### src/lpa_pkg.sv
package lpa_pkg;

   // List geometry
   localparam int CAPACITY = 16;
   localparam int IDX_W    = (CAPACITY > 1) ? $clog2(CAPACITY) : 1;
   localparam int CNT_W    = $clog2(CAPACITY + 1);
   localparam int POS_W    = 4;
   localparam int VAL_W    = 32;
   localparam int KIND_W   = 2;
   localparam int STAT_W   = 3;
   localparam int CMP_W    = (CNT_W > POS_W) ? CNT_W : POS_W;

   // Operation codes
   localparam logic [KIND_W-1:0] KIND_INSERT = 2'd0;
   localparam logic [KIND_W-1:0] KIND_READ   = 2'd1;
   localparam logic [KIND_W-1:0] KIND_REMOVE = 2'd2;
   localparam logic [KIND_W-1:0] KIND_ALTER  = 2'd3;

   // Status codes
   localparam logic [STAT_W-1:0] ST_DONE     = 3'd0;
   localparam logic [STAT_W-1:0] ST_FULL     = 3'd1;
   localparam logic [STAT_W-1:0] ST_EMPTY    = 3'd2;
   localparam logic [STAT_W-1:0] ST_REDIRECT = 3'd3;
   localparam logic [STAT_W-1:0] ST_INVALID  = 3'd4;

   // Access to the entry memory
   typedef struct packed {
      logic                    wr_en;
      logic [IDX_W-1:0]        wr_addr;
      logic signed [VAL_W-1:0] wr_data;
      logic                    rd_en;
      logic [IDX_W-1:0]        rd_addr;
   } mem_cmd_type;

endpackage

### src/lpa_req_if.sv
interface lpa_req_if;
   logic                             valid;
   logic                             ready;
   logic [lpa_pkg::KIND_W-1:0]       kind;
   logic [lpa_pkg::POS_W-1:0]        position;
   logic signed [lpa_pkg::VAL_W-1:0] value;

   modport source (output valid, output kind, output position, output value, input ready);
   modport sink   (input valid, input kind, input position, input value, output ready);
endinterface

### src/lpa_rsp_if.sv
interface lpa_rsp_if;
   logic                             valid;
   logic                             ready;
   logic signed [lpa_pkg::VAL_W-1:0] read_value;
   logic [lpa_pkg::CNT_W-1:0]        item_count;
   logic [lpa_pkg::STAT_W-1:0]       status;

   modport source (output valid, output read_value, output item_count, output status,
                   input ready);
   modport sink   (input valid, input read_value, input item_count, input status,
                   output ready);
endinterface

### src/lpa_mem.sv
module lpa_mem (
   input  logic                             clock,
   input  lpa_pkg::mem_cmd_type             cmd,
   output logic signed [lpa_pkg::VAL_W-1:0] rd_data
);

   logic signed [lpa_pkg::VAL_W-1:0] entry_mem [lpa_pkg::CAPACITY];
   logic signed [lpa_pkg::VAL_W-1:0] rd_data_ff;

   // One write port, one registered read port
   always_ff @(posedge clock) begin
      if (cmd.wr_en) begin
         entry_mem[cmd.wr_addr] <= cmd.wr_data;
      end
      if (cmd.rd_en) begin
         rd_data_ff <= entry_mem[cmd.rd_addr];
      end
   end

   assign rd_data = rd_data_ff;

endmodule

### src/positional_array_list.sv
// Sequence: read, alter, append and refused requests pass from idle through the output state to the result
//   register; insert inside the list first shifts entries up, then writes the new value; remove shifts entries down.
// Throughput: one request at a time; the next is taken once the block is idle again.
//   Each shifted entry is read and then written back through the entry memory port.
// Reset (synchronous, active high) clears the count, the sequencer and the result valid
//   flag; the result payload and the entry memory are not cleared.
module positional_array_list (
   input  logic      clock,
   input  logic      reset,
   lpa_req_if.sink   req_ch,
   lpa_rsp_if.source rsp_ch
);

   localparam logic [2:0] S_IDLE = 3'd0;
   localparam logic [2:0] S_RD   = 3'd1;
   localparam logic [2:0] S_WR   = 3'd2;
   localparam logic [2:0] S_FIN  = 3'd3;
   localparam logic [2:0] S_OUT  = 3'd4;

   logic [2:0]                         state_ff, state_in;
   logic [lpa_pkg::CNT_W-1:0]          count_ff, count_in;
   logic [lpa_pkg::IDX_W-1:0]          src_ff, src_in;
   logic [lpa_pkg::IDX_W-1:0]          dst_ff, dst_in;
   logic [lpa_pkg::IDX_W-1:0]          stop_ff, stop_in;
   logic signed [lpa_pkg::VAL_W-1:0]   val_ff, val_in;
   logic                               ins_ff, ins_in;
   logic                               rdf_ff, rdf_in;
   logic [lpa_pkg::STAT_W-1:0]         stat_ff, stat_in;

   logic                               rsp_valid_ff, rsp_valid_in;
   logic signed [lpa_pkg::VAL_W-1:0]   rsp_value_ff, rsp_value_in;
   logic [lpa_pkg::CNT_W-1:0]          rsp_count_ff, rsp_count_in;
   logic [lpa_pkg::STAT_W-1:0]         rsp_stat_ff, rsp_stat_in;

   lpa_pkg::mem_cmd_type               mem_cmd;
   logic signed [lpa_pkg::VAL_W-1:0]   mem_rd_data;

   logic                               req_fire;
   logic [lpa_pkg::CMP_W-1:0]          pos_ext;
   logic [lpa_pkg::CMP_W-1:0]          cnt_ext;
   logic [lpa_pkg::CNT_W-1:0]          cnt_dec;
   logic [lpa_pkg::IDX_W-1:0]          pos_idx;
   logic [lpa_pkg::IDX_W-1:0]          cnt_idx;
   logic [lpa_pkg::IDX_W-1:0]          last_idx;

   lpa_mem u_mem (
      .clock   (clock),
      .cmd     (mem_cmd),
      .rd_data (mem_rd_data)
   );

   assign req_ch.ready = (state_ff == S_IDLE);
   assign req_fire     = req_ch.valid && req_ch.ready;

   // Index views of position and count
   assign pos_ext  = lpa_pkg::CMP_W'(req_ch.position);
   assign cnt_ext  = lpa_pkg::CMP_W'(count_ff);
   assign cnt_dec  = count_ff - lpa_pkg::CNT_W'(1);
   assign pos_idx  = pos_ext[lpa_pkg::IDX_W-1:0];
   assign cnt_idx  = cnt_ext[lpa_pkg::IDX_W-1:0];
   assign last_idx = cnt_dec[lpa_pkg::IDX_W-1:0];

   // Sequencer: decode request, shift entries through the memory, post result
   always_comb begin
      state_in     = state_ff;
      count_in     = count_ff;
      src_in       = src_ff;
      dst_in       = dst_ff;
      stop_in      = stop_ff;
      val_in       = val_ff;
      ins_in       = ins_ff;
      rdf_in       = rdf_ff;
      stat_in      = stat_ff;
      mem_cmd      = '0;
      rsp_valid_in = rsp_valid_ff && !rsp_ch.ready;
      rsp_value_in = rsp_value_ff;
      rsp_count_in = rsp_count_ff;
      rsp_stat_in  = rsp_stat_ff;

      unique case (state_ff)
         S_IDLE: begin
            if (req_fire) begin
               stat_in  = lpa_pkg::ST_DONE;
               rdf_in   = 1'b0;
               val_in   = req_ch.value;
               state_in = S_OUT;
               if (req_ch.kind == lpa_pkg::KIND_INSERT) begin
                  if (count_ff >= lpa_pkg::CNT_W'(lpa_pkg::CAPACITY)) begin
                     stat_in = lpa_pkg::ST_FULL;
                  end else if (pos_ext > lpa_pkg::CMP_W'(lpa_pkg::CAPACITY - 1)) begin
                     stat_in = lpa_pkg::ST_INVALID;
                  end else if (pos_ext >= cnt_ext) begin
                     // append at the end
                     if (pos_ext > cnt_ext) begin
                        stat_in = lpa_pkg::ST_REDIRECT;
                     end
                     mem_cmd.wr_en   = 1'b1;
                     mem_cmd.wr_addr = cnt_idx;
                     mem_cmd.wr_data = req_ch.value;
                     count_in        = count_ff + lpa_pkg::CNT_W'(1);
                  end else begin
                     // open a gap: move entries up from the top
                     src_in   = last_idx;
                     dst_in   = cnt_idx;
                     stop_in  = pos_idx;
                     ins_in   = 1'b1;
                     count_in = count_ff + lpa_pkg::CNT_W'(1);
                     state_in = S_RD;
                  end
               end else if (count_ff == '0) begin
                  stat_in = lpa_pkg::ST_EMPTY;
               end else begin
                  unique case (req_ch.kind)
                     lpa_pkg::KIND_READ: begin
                        mem_cmd.rd_en = 1'b1;
                        rdf_in        = 1'b1;
                        if (pos_ext >= cnt_ext) begin
                           mem_cmd.rd_addr = last_idx;
                           stat_in         = lpa_pkg::ST_REDIRECT;
                        end else begin
                           mem_cmd.rd_addr = pos_idx;
                        end
                     end
                     lpa_pkg::KIND_REMOVE: begin
                        count_in = cnt_dec;
                        if (pos_ext >= cnt_ext) begin
                           stat_in = lpa_pkg::ST_REDIRECT;
                        end else if (pos_idx != last_idx) begin
                           // close the gap: move entries down from above
                           src_in   = pos_idx + lpa_pkg::IDX_W'(1);
                           dst_in   = pos_idx;
                           stop_in  = last_idx;
                           ins_in   = 1'b0;
                           state_in = S_RD;
                        end
                     end
                     lpa_pkg::KIND_ALTER: begin
                        if (pos_ext >= cnt_ext) begin
                           stat_in = lpa_pkg::ST_INVALID;
                        end else begin
                           mem_cmd.wr_en   = 1'b1;
                           mem_cmd.wr_addr = pos_idx;
                           mem_cmd.wr_data = req_ch.value;
                        end
                     end
                     default: begin
                        stat_in = lpa_pkg::ST_DONE;
                     end
                  endcase
               end
            end
         end
         S_RD: begin
            mem_cmd.rd_en   = 1'b1;
            mem_cmd.rd_addr = src_ff;
            state_in        = S_WR;
         end
         S_WR: begin
            mem_cmd.wr_en   = 1'b1;
            mem_cmd.wr_addr = dst_ff;
            mem_cmd.wr_data = mem_rd_data;
            if (src_ff == stop_ff) begin
               state_in = ins_ff ? S_FIN : S_OUT;
            end else begin
               state_in = S_RD;
               if (ins_ff) begin
                  src_in = src_ff - lpa_pkg::IDX_W'(1);
                  dst_in = dst_ff - lpa_pkg::IDX_W'(1);
               end else begin
                  src_in = src_ff + lpa_pkg::IDX_W'(1);
                  dst_in = dst_ff + lpa_pkg::IDX_W'(1);
               end
            end
         end
         S_FIN: begin
            mem_cmd.wr_en   = 1'b1;
            mem_cmd.wr_addr = stop_ff;
            mem_cmd.wr_data = val_ff;
            state_in        = S_OUT;
         end
         S_OUT: begin
            // hand the result over once the result register is free
            if (!rsp_valid_ff || rsp_ch.ready) begin
               rsp_valid_in = 1'b1;
               rsp_value_in = rdf_ff ? mem_rd_data : '0;
               rsp_count_in = count_ff;
               rsp_stat_in  = stat_ff;
               state_in     = S_IDLE;
            end
         end
         default: begin
            state_in = S_IDLE;
         end
      endcase
   end

   // Control state
   always_ff @(posedge clock) begin
      if (reset) begin
         state_ff     <= S_IDLE;
         count_ff     <= '0;
         rsp_valid_ff <= 1'b0;
      end else begin
         state_ff     <= state_in;
         count_ff     <= count_in;
         rsp_valid_ff <= rsp_valid_in;
      end
   end

   // Payload and loop registers
   always_ff @(posedge clock) begin
      src_ff       <= src_in;
      dst_ff       <= dst_in;
      stop_ff      <= stop_in;
      val_ff       <= val_in;
      ins_ff       <= ins_in;
      rdf_ff       <= rdf_in;
      stat_ff      <= stat_in;
      rsp_value_ff <= rsp_value_in;
      rsp_count_ff <= rsp_count_in;
      rsp_stat_ff  <= rsp_stat_in;
   end

   assign rsp_ch.valid      = rsp_valid_ff;
   assign rsp_ch.read_value = rsp_value_ff;
   assign rsp_ch.item_count = rsp_count_ff;
   assign rsp_ch.status     = rsp_stat_ff;

`ifndef SYNTH
   // count moves only with an accepted request
   a_count_hold: assert property (@(posedge clock) disable iff (reset)
      !req_fire |=> $stable(count_ff))
      else $error("count changed without a request");

   // a taken request always leaves idle
   a_leave_idle: assert property (@(posedge clock) disable iff (reset)
      req_fire |=> (state_ff != S_IDLE))
      else $error("sequencer stayed idle after a request");

   // a full report only when the list is at capacity
   a_full_count: assert property (@(posedge clock) disable iff (reset)
      (rsp_valid_ff && (rsp_stat_ff == lpa_pkg::ST_FULL))
         |-> (rsp_count_ff == lpa_pkg::CNT_W'(lpa_pkg::CAPACITY)))
      else $error("full status with list not at capacity");

   // count never passes capacity
   a_count_bound: assert property (@(posedge clock) disable iff (reset)
      req_fire |=> (count_ff <= lpa_pkg::CNT_W'(lpa_pkg::CAPACITY)))
      else $error("count beyond capacity");
`endif

endmodule

### src/flat_wrapper.sv
// flat-port wrapper written by rule: the top's interface ports become plain ports
module positional_array_list_flat 
  (clock, reset, req_ch_valid, req_ch_kind, req_ch_position, req_ch_value, req_ch_ready, rsp_ch_valid, rsp_ch_read_value, rsp_ch_item_count, rsp_ch_status, rsp_ch_ready);
  lpa_req_if req_ch_i ();
  lpa_rsp_if rsp_ch_i ();
  input  logic clock;
  input  logic reset;
  input wire logic [$bits(req_ch_i.valid)-1:0] req_ch_valid;
  input wire logic [$bits(req_ch_i.kind)-1:0] req_ch_kind;
  input wire logic [$bits(req_ch_i.position)-1:0] req_ch_position;
  input wire logic [$bits(req_ch_i.value)-1:0] req_ch_value;
  output wire logic [$bits(req_ch_i.ready)-1:0] req_ch_ready;
  output wire logic [$bits(rsp_ch_i.valid)-1:0] rsp_ch_valid;
  output wire logic [$bits(rsp_ch_i.read_value)-1:0] rsp_ch_read_value;
  output wire logic [$bits(rsp_ch_i.item_count)-1:0] rsp_ch_item_count;
  output wire logic [$bits(rsp_ch_i.status)-1:0] rsp_ch_status;
  input wire logic [$bits(rsp_ch_i.ready)-1:0] rsp_ch_ready;
  assign req_ch_i.valid = req_ch_valid;
  assign req_ch_i.kind = req_ch_kind;
  assign req_ch_i.position = req_ch_position;
  assign req_ch_i.value = req_ch_value;
  assign req_ch_ready = req_ch_i.ready;
  assign rsp_ch_valid = rsp_ch_i.valid;
  assign rsp_ch_read_value = rsp_ch_i.read_value;
  assign rsp_ch_item_count = rsp_ch_i.item_count;
  assign rsp_ch_status = rsp_ch_i.status;
  assign rsp_ch_i.ready = rsp_ch_ready;
  positional_array_list u_core (.clock(clock), .reset(reset), .req_ch(req_ch_i), .rsp_ch(rsp_ch_i));
endmodule
### config.mk
export PLATFORM = sky130hd
export DESIGN_NAME = positional_array_list_flat
export DESIGN_NICKNAME = d
export VERILOG_FILES = /design/src/lpa_pkg.sv /design/src/lpa_req_if.sv /design/src/lpa_rsp_if.sv /design/src/lpa_mem.sv /design/src/positional_array_list.sv /design/src/flat_wrapper.sv
export SDC_FILE = /design/constraint.sdc
export NUM_CORES = 1
export LEC_CHECK = 0
export BUFFER_PORTS_ARGS = -buffer_cell sky130_fd_sc_hd__buf_4
export CAP_MARGIN = 5
export CORE_UTILIZATION = 35
export CTS_CLUSTER_SIZE = 28
export DETAILED_ROUTE_END_ITERATION = 6
export PLACE_DENSITY_LB_ADDON = 0.25
export SYNTH_ARGS = -nofsm -noshare
export SYNTH_HDL_FRONTEND = slang
export SYNTH_HIERARCHICAL = 1
export SYNTH_SLANG_ARGS = --single-unit
### constraint.sdc
create_clock -name clock -period 14.2 [get_ports clock]
set_input_delay 1.42 -clock clock [delete_from_list [all_inputs] [get_ports clock]]
set_output_delay 1.42 -clock clock [all_outputs]
set_load 0.005 [all_outputs]
### After elaboration in Yosys (flattened, before gate mapping)

Memory sizes are Yosys's and may differ from the RTL's. A register that Yosys moved wholly into a read port is not among the register bits.
Cells that the tools add are included.
Widths: inputs -> output; s select.

| operators by class | value |
|---|---|
| shift-type cells | 0 |
| multiplexer cells | 85 |
| equal/unequal tests | 21 |
| $mul | 0 |
| magnitude comparators | 4 |
| add/subtract/negate cells | 7 |
| bitwise operators | 1 |
| divide/modulo/power cells | 0 |
| reduce and logical (&&, ||, !) cells | 19 |

Operator list:

| operator | count |
|---|---|
| $mux 37 | 6 |
| $mux 4 | 31 |
| $pmux 37 s3 | 1 |
| $mux 42 | 2 |
| $mux 3 | 18 |
| $mux 5 | 7 |
| $pmux 4 s2 | 2 |
| $ne 3x3->1 const B | 5 |
| $pmux 3 s5 | 1 |
| $mux 1 | 13 |
| $add 4x1->4 const B | 3 |
| $ne 2x2->1 const B | 5 |
| $pmux 5 s2 | 1 |
| $reduce_and 9->1 | 1 |
| $reduce_and 8->1 | 1 |
| $sub 4x1->4 const B | 2 |
| $eq 3x2->1 const B | 2 |
| $pmux 3 s2 | 1 |
| $reduce_and 2->1 | 3 |
| $reduce_and 6->1 | 1 |
| $reduce_bool 2->1 | 3 |
| $add 5x1->5 const B | 1 |
| $ge 4x5->1 | 1 |
| $ge 5x5->1 const B | 1 |
| other kinds (19) | 25 |

| word-level totals | value |
|---|---|
| memory bits (read-only) | 0 |
| input bits | 42 |
| output and inout port bits | 42 |
| word-level logic and storage cells | 151 |
| memory bits (writable) | 512 |
| register bits after elaboration | 98 |
| memories | 1 |
| latch bits | 0 |

Memory list:

| memory | depth | bits a word | read ports | clocked after Yosys merged registers in | write ports | RTL line | text |
|---|---|---|---|---|---|---|---|
| u_core.u_mem.entry_mem | 16 | 32 | 1 | 1 | 1 | lpa_mem.sv:7 | `logic signed [lpa_pkg::VAL_W-1:0] entry_mem [lpa_pkg::CAPACITY];` |

### Logic depth before layout (Yosys ltp)

| depth | value |
|---|---|
| depth after elaboration | 9 |
| gate-level depth with buffers | 14 |
| depth with buffers taken out | 10 |

### Hierarchy

The synthesis kept the hierarchy.

By module, submodules not included:

| module | seq. area each (um^2) | times used | cells each | area each (um^2) |
|---|---|---|---|---|
| lpa_mem | 16335.7 | 1 | 838 | 20155.6 |
| positional_array_list | 2852.7 | 1 | 439 | 5096.1 |

### Worst setup path after synthesis

OpenSTA, ideal clock, no wires.

| timing path | value |
|---|---|
| path kind | input to register |
| start point | input port req_ch_position[3] |
| end point | memory u_core/u_mem/entry_mem[0][0] (netlist name) (enable) |
| arrival | 5.854 ns |
| required time | 13.739 ns |
| library setup time | 0.461 ns |
| path slack | 7.885 ns |
| stages | 9 |
| buffers on the path | 1 |
| path through | ha_1 and3b_1 and3_4 or4b_4 a21o_4 buf_6 o21ai_0 or3b_2 nor3_1 |

RTL lines:

| element | RTL line | text |
|---|---|---|
| start, declared | flat_wrapper.sv:10 | `input wire logic [$bits(req_ch_i.position)-1:0] req_ch_position;` |
| end, declared | lpa_mem.sv:7 |  |

==> results.json <==
{
  "status": "complete, no violations",
  "route.final.wire_length_um": 62000,
  "grt_setup_unrepaired": "false",
  "cts_htree_levels": 3,
  "portion_of_total_power_attributed_to_combinational_logic_pct": 5.6,
  "layout-area-overhead-vs-synth_pct": 16.1,
  "power.sequential.fraction_pct": 52.6,
  "ff_latch_area_um2": 19200,
  "pin_count": 84,
  "grt_use_total_pct": 17.2,
  "startpoint_class_of_the_critical_path": "input pin",
  "worstPathArrival_ps": 5790,
  "place_hpwl_um": 31300,
  "global_route.overflow_total": 0,
  "fmax_ghz": 0.183,
  "chipWidth_um": 271,
  "nFillCells": 6327,
  "report.final.hold_viol_count": 0,
  "switching_power_share_of_the_total_pct": 21.4,
  "multi_input_comb_area_um2": 5730,
  "die_height_um": 271,
  "grt_util_met3_pct": 3.43,
  "clock_pin_slew_of_the_registers_on_the_worst_case_setup_and_hold_paths_ps": 60,
  "design.core.area_um2": 71500,
  "cts-root-buf": "sky130_fd_sc_hd__clkbuf_16",
  "maxCapViolCount": 0,
  "stdcell_area_um2": 29300,
  "worst_slew_pin_slew_ps": 1120,
  "postSynthAreaPerCell_um2": 19.8,
  "share_of_flip_flops_with_an_asynchronous_set_or_reset_after_synthesis_pct": 0,
  "slew_headroom_pct": 25.5,
  "share_clk_of_total_power_pct": 41.8,
  "clkSinkCount": 642,
  "vias": 12804,
  "power.switching_uw": 870,
  "post_cts_sizing_count": 0,
  "placed_area_um2": 27200,
  "critical_path.endpoint_type": "flip-flop",
  "slew_viol_final": 0,
  "yosysUniqueCellTypes": 56,
  "vdd.ir_drop.worst_mv": 0.0800,
  "avgViaCountPerCell": 5.33,
  "path_class": "in2reg",
  "synthFlopType": "sky130_fd_sc_hd__edfxtp_1",
  "min_period_over_period_pct": 38.4,
  "grt_max_degree": 70,
  "drt-wirelength-per-cell_um": 25.8,
  "power.density_cell_area_nw_per_um2": 138,
  "mappedNetlistNets": 1336,
  "antenna_left": 0,
  "globalRoute.busiestLayer": "met2",
  "synth-edff-count": 633,
  "grt.met1_usage_pct": 25.0,
  "clk_latency_ps": 610,
  "totalNegativeSetupSlack_ps": 0,
  "cts_inserted_buffers": 68,
  "area_of_the_mapped_netlist_um2": 25300,
  "globalRouteMet2Util_pct": 26.4,
  "synthCells": 1277,
  "std_cell_rows": 98,
  "finalClockSkew_ps": 34.0,
  "yosysWarningCount": 6,
  "cts_post_setup_buffers_inserted": 0,
  "post_cts_hold_buffer_count": 0,
  "cellInternalPower_uw": 3190,
  "setup-violations-final": 0,
  "synth-seq-area-share_pct": 76.0,
  "drt_drc_violations_left": 0,
  "maximum_fanout_encountered_on_the_critical_timing_path": 69,
  "drt_iter0_drc": 1576,
  "hold-worst-slack_ps": 421,
  "fraction_of_layout_instances_using_a_drive_strength_above_1_pct": 27.8,
  "min_path_type": "reg2reg",
  "cts_tree": "built",
  "finalPower_uw": 4060,
  "number_of_global_route_vias_before_repair": 13170,
  "area_enclosed_by_the_die_boundary_um2": 73200,
  "postSynthRegisterBits": 642,
  "detailedRoute.firstPassIterationCount": 5,
  "antenna_found_initial": 2,
  "finalWeightedCongestion": 0.781,
  "start_util_pct": 35.3,
  "layout.nets": 1462,
  "cts-root-to-sink-buffers": 3,
  "p_leak_uw": 0.00953,
  "grt_pass1_wl_um": 91100,
  "place.port_buffers": 83,
  "worstPathRequired_ps": 14540,
  "period_minus_slack_ps": 5450
}
critical path: stages:
cell and delay, ps:
sky130_fd_sc_hd__buf_4 140, sky130_fd_sc_hd__ha_1 300, sky130_fd_sc_hd__and3b_1 180, sky130_fd_sc_hd__and3_4 200
sky130_fd_sc_hd__or3_1 570, sky130_fd_sc_hd__mux2i_1 220, sky130_fd_sc_hd__o21ai_4 150, sky130_fd_sc_hd__buf_4 850
sky130_fd_sc_hd__buf_4 890, sky130_fd_sc_hd__mux4_2 410, sky130_fd_sc_hd__a22oi_1 220, sky130_fd_sc_hd__nand2_1 120
cell usage after synthesis, drive strengths merged (2+ instances only):
cell type | number | area (µm²)
a21o | 4 | 37.5
a21oi | 11 | 55.1
a222oi | 2 | 20.0
a22oi | 99 | 743
and2 | 36 | 225
and3 | 2 | 17.5
buf | 30 | 179
clkbuf | 35 | 131
dfxtp | 9 | 180
edfxtp | 633 | 19000
fa | 2 | 40.0
ha | 15 | 188
inv | 50 | 188
mux2 | 2 | 22.5
mux2i | 9 | 90.1
mux4 | 128 | 2880
nand2 | 53 | 199
nand2b | 6 | 37.5
nand3 | 5 | 25.0
nand3b | 2 | 15.0
nor2 | 29 | 109
nor2b | 3 | 18.8
nor3 | 10 | 50.1
nor3b | 4 | 30.0
o21a | 2 | 15.0
o21ai | 48 | 349
o22ai | 3 | 18.8
o31ai | 2 | 15.0
or3 | 3 | 18.8
or4b | 2 | 23.8
xnor2 | 16 | 140
xor2 | 6 | 52.6
stage by stage:
step                      util (%)  worst slack [ps]  cells
final                         41.0              8750   2402
after floorplan                  -              7880   1277
after global routing          41.0              8490   2400
after global placement        38.1              8140   2283
after CTS                     41.0              8790   2400
after detailed placement      38.1              8160   2283
state kept, by name (all words and copies together), names as in the netlist, 3 cells and up:
signal,count
u_core/rsp_ch.item_count,5
u_core/u_mem/rd_data,32
u_core/stop_ff,4
u_core/val_ff,32
u_core/cnt_ext,5
u_core/state_ff,3
u_core/src_ff,4
u_core/rsp_ch.read_value,32
u_core/u_mem/entry_mem,512
u_core/dst_ff,4
u_core/rsp_ch.status,3
u_core/stat_ff,3
metal layers:
| layer | vias to the layer above | routed length [µm] |
|---|---|---|
| met5 | - | 0 |
| met1 | 6815 | 27800 |
| li1 | 5436 | - |
| met3 | 84 | 4580 |
| met2 | 469 | 28500 |
| met4 | 0 | 1130 |
path summary, 6_finish.rpt:
| check | slack (ps) | end | start | depth (start not counted) |
|---|---|---|---|---|
| max reg2reg | 9000 | u_core/u_mem/rd_data[10] | u_core/cnt_ext[2] | 12 |
| max | 8750 | u_core/u_mem/rd_data[10] | req_ch_position[3] | 12 |
| min reg2reg | 420 | u_core/rsp_ch.status[0] | u_core/stat_ff[0] | 0 |
| min | 420 | u_core/rsp_ch.status[0] | u_core/stat_ff[0] | 0 |
cell usage in the layout (no fill, tap or decap), types with 6 or more instances in the layout:
master / synthesis / final
sky130_fd_sc_hd__mux2i_1: 9 / 9
sky130_fd_sc_hd__clkbuf_16: 0 / 69
sky130_fd_sc_hd__a21oi_1: 11 / 11
sky130_fd_sc_hd__and2_1: 36 / 35
sky130_fd_sc_hd__clkinv_2: 0 / 7
sky130_fd_sc_hd__nor2_1: 29 / 16
sky130_fd_sc_hd__o21ai_2: 29 / 29
sky130_fd_sc_hd__ha_1: 15 / 15
sky130_fd_sc_hd__xor2_1: 6 / 6
sky130_fd_sc_hd__o21ai_0: 18 / 16
sky130_fd_sc_hd__nand2_1: 53 / 53
sky130_fd_sc_hd__nor2_4: 0 / 13
sky130_fd_sc_hd__buf_4: 9 / 121
sky130_fd_sc_hd__edfxtp_1: 633 / 633
sky130_fd_sc_hd__inv_1: 50 / 50
sky130_fd_sc_hd__clkbuf_1: 35 / 17
sky130_fd_sc_hd__dfxtp_1: 9 / 9
sky130_fd_sc_hd__a22oi_1: 99 / 99
sky130_fd_sc_hd__clkinv_1: 1 / 9
sky130_fd_sc_hd__xnor2_1: 16 / 16
sky130_fd_sc_hd__mux4_2: 128 / 128
power groups by stage:
stage / logic [µW] / clock network (µW) / registers, µW
after detailed placement: 232 / 0 / 2180
after CTS: 233 / 1740 / 2140
after global placement: 229 / 0 / 2170
after global routing: 251 / 1810 / 2140
final: 229 / 1700 / 2140
after floorplan: 147 / 0 / 2170
logic make-up (layout without fill, tap and decap cells):
family          after synthesis  after routing  share of synthesized area, %
fa+ha+maj                    17             17                         0.902
mux                         139            139                          11.9
simple gates                160            160                          3.21
buf+inv                     116            289                          1.99
other cells                   0              2                             0
flops                       642            642                          76.0
xor+xnor                     22             22                         0.763
compound gates              181            181                          5.29
final cells by class:
| class | count | area share [%] |
|---|---|---|
| antenna | 2 | 0.0171 |
| clock buffer | 88 | 6.20 |
| clock inverter | 29 | 0.990 |
| inverter | 51 | 0.653 |
| multi-input combinational | 519 | 19.5 |
| sequential | 642 | 65.4 |
| tap | 950 | 4.05 |
| timing repair buffer | 121 | 3.10 |
(Power assumes the default switching activity.)
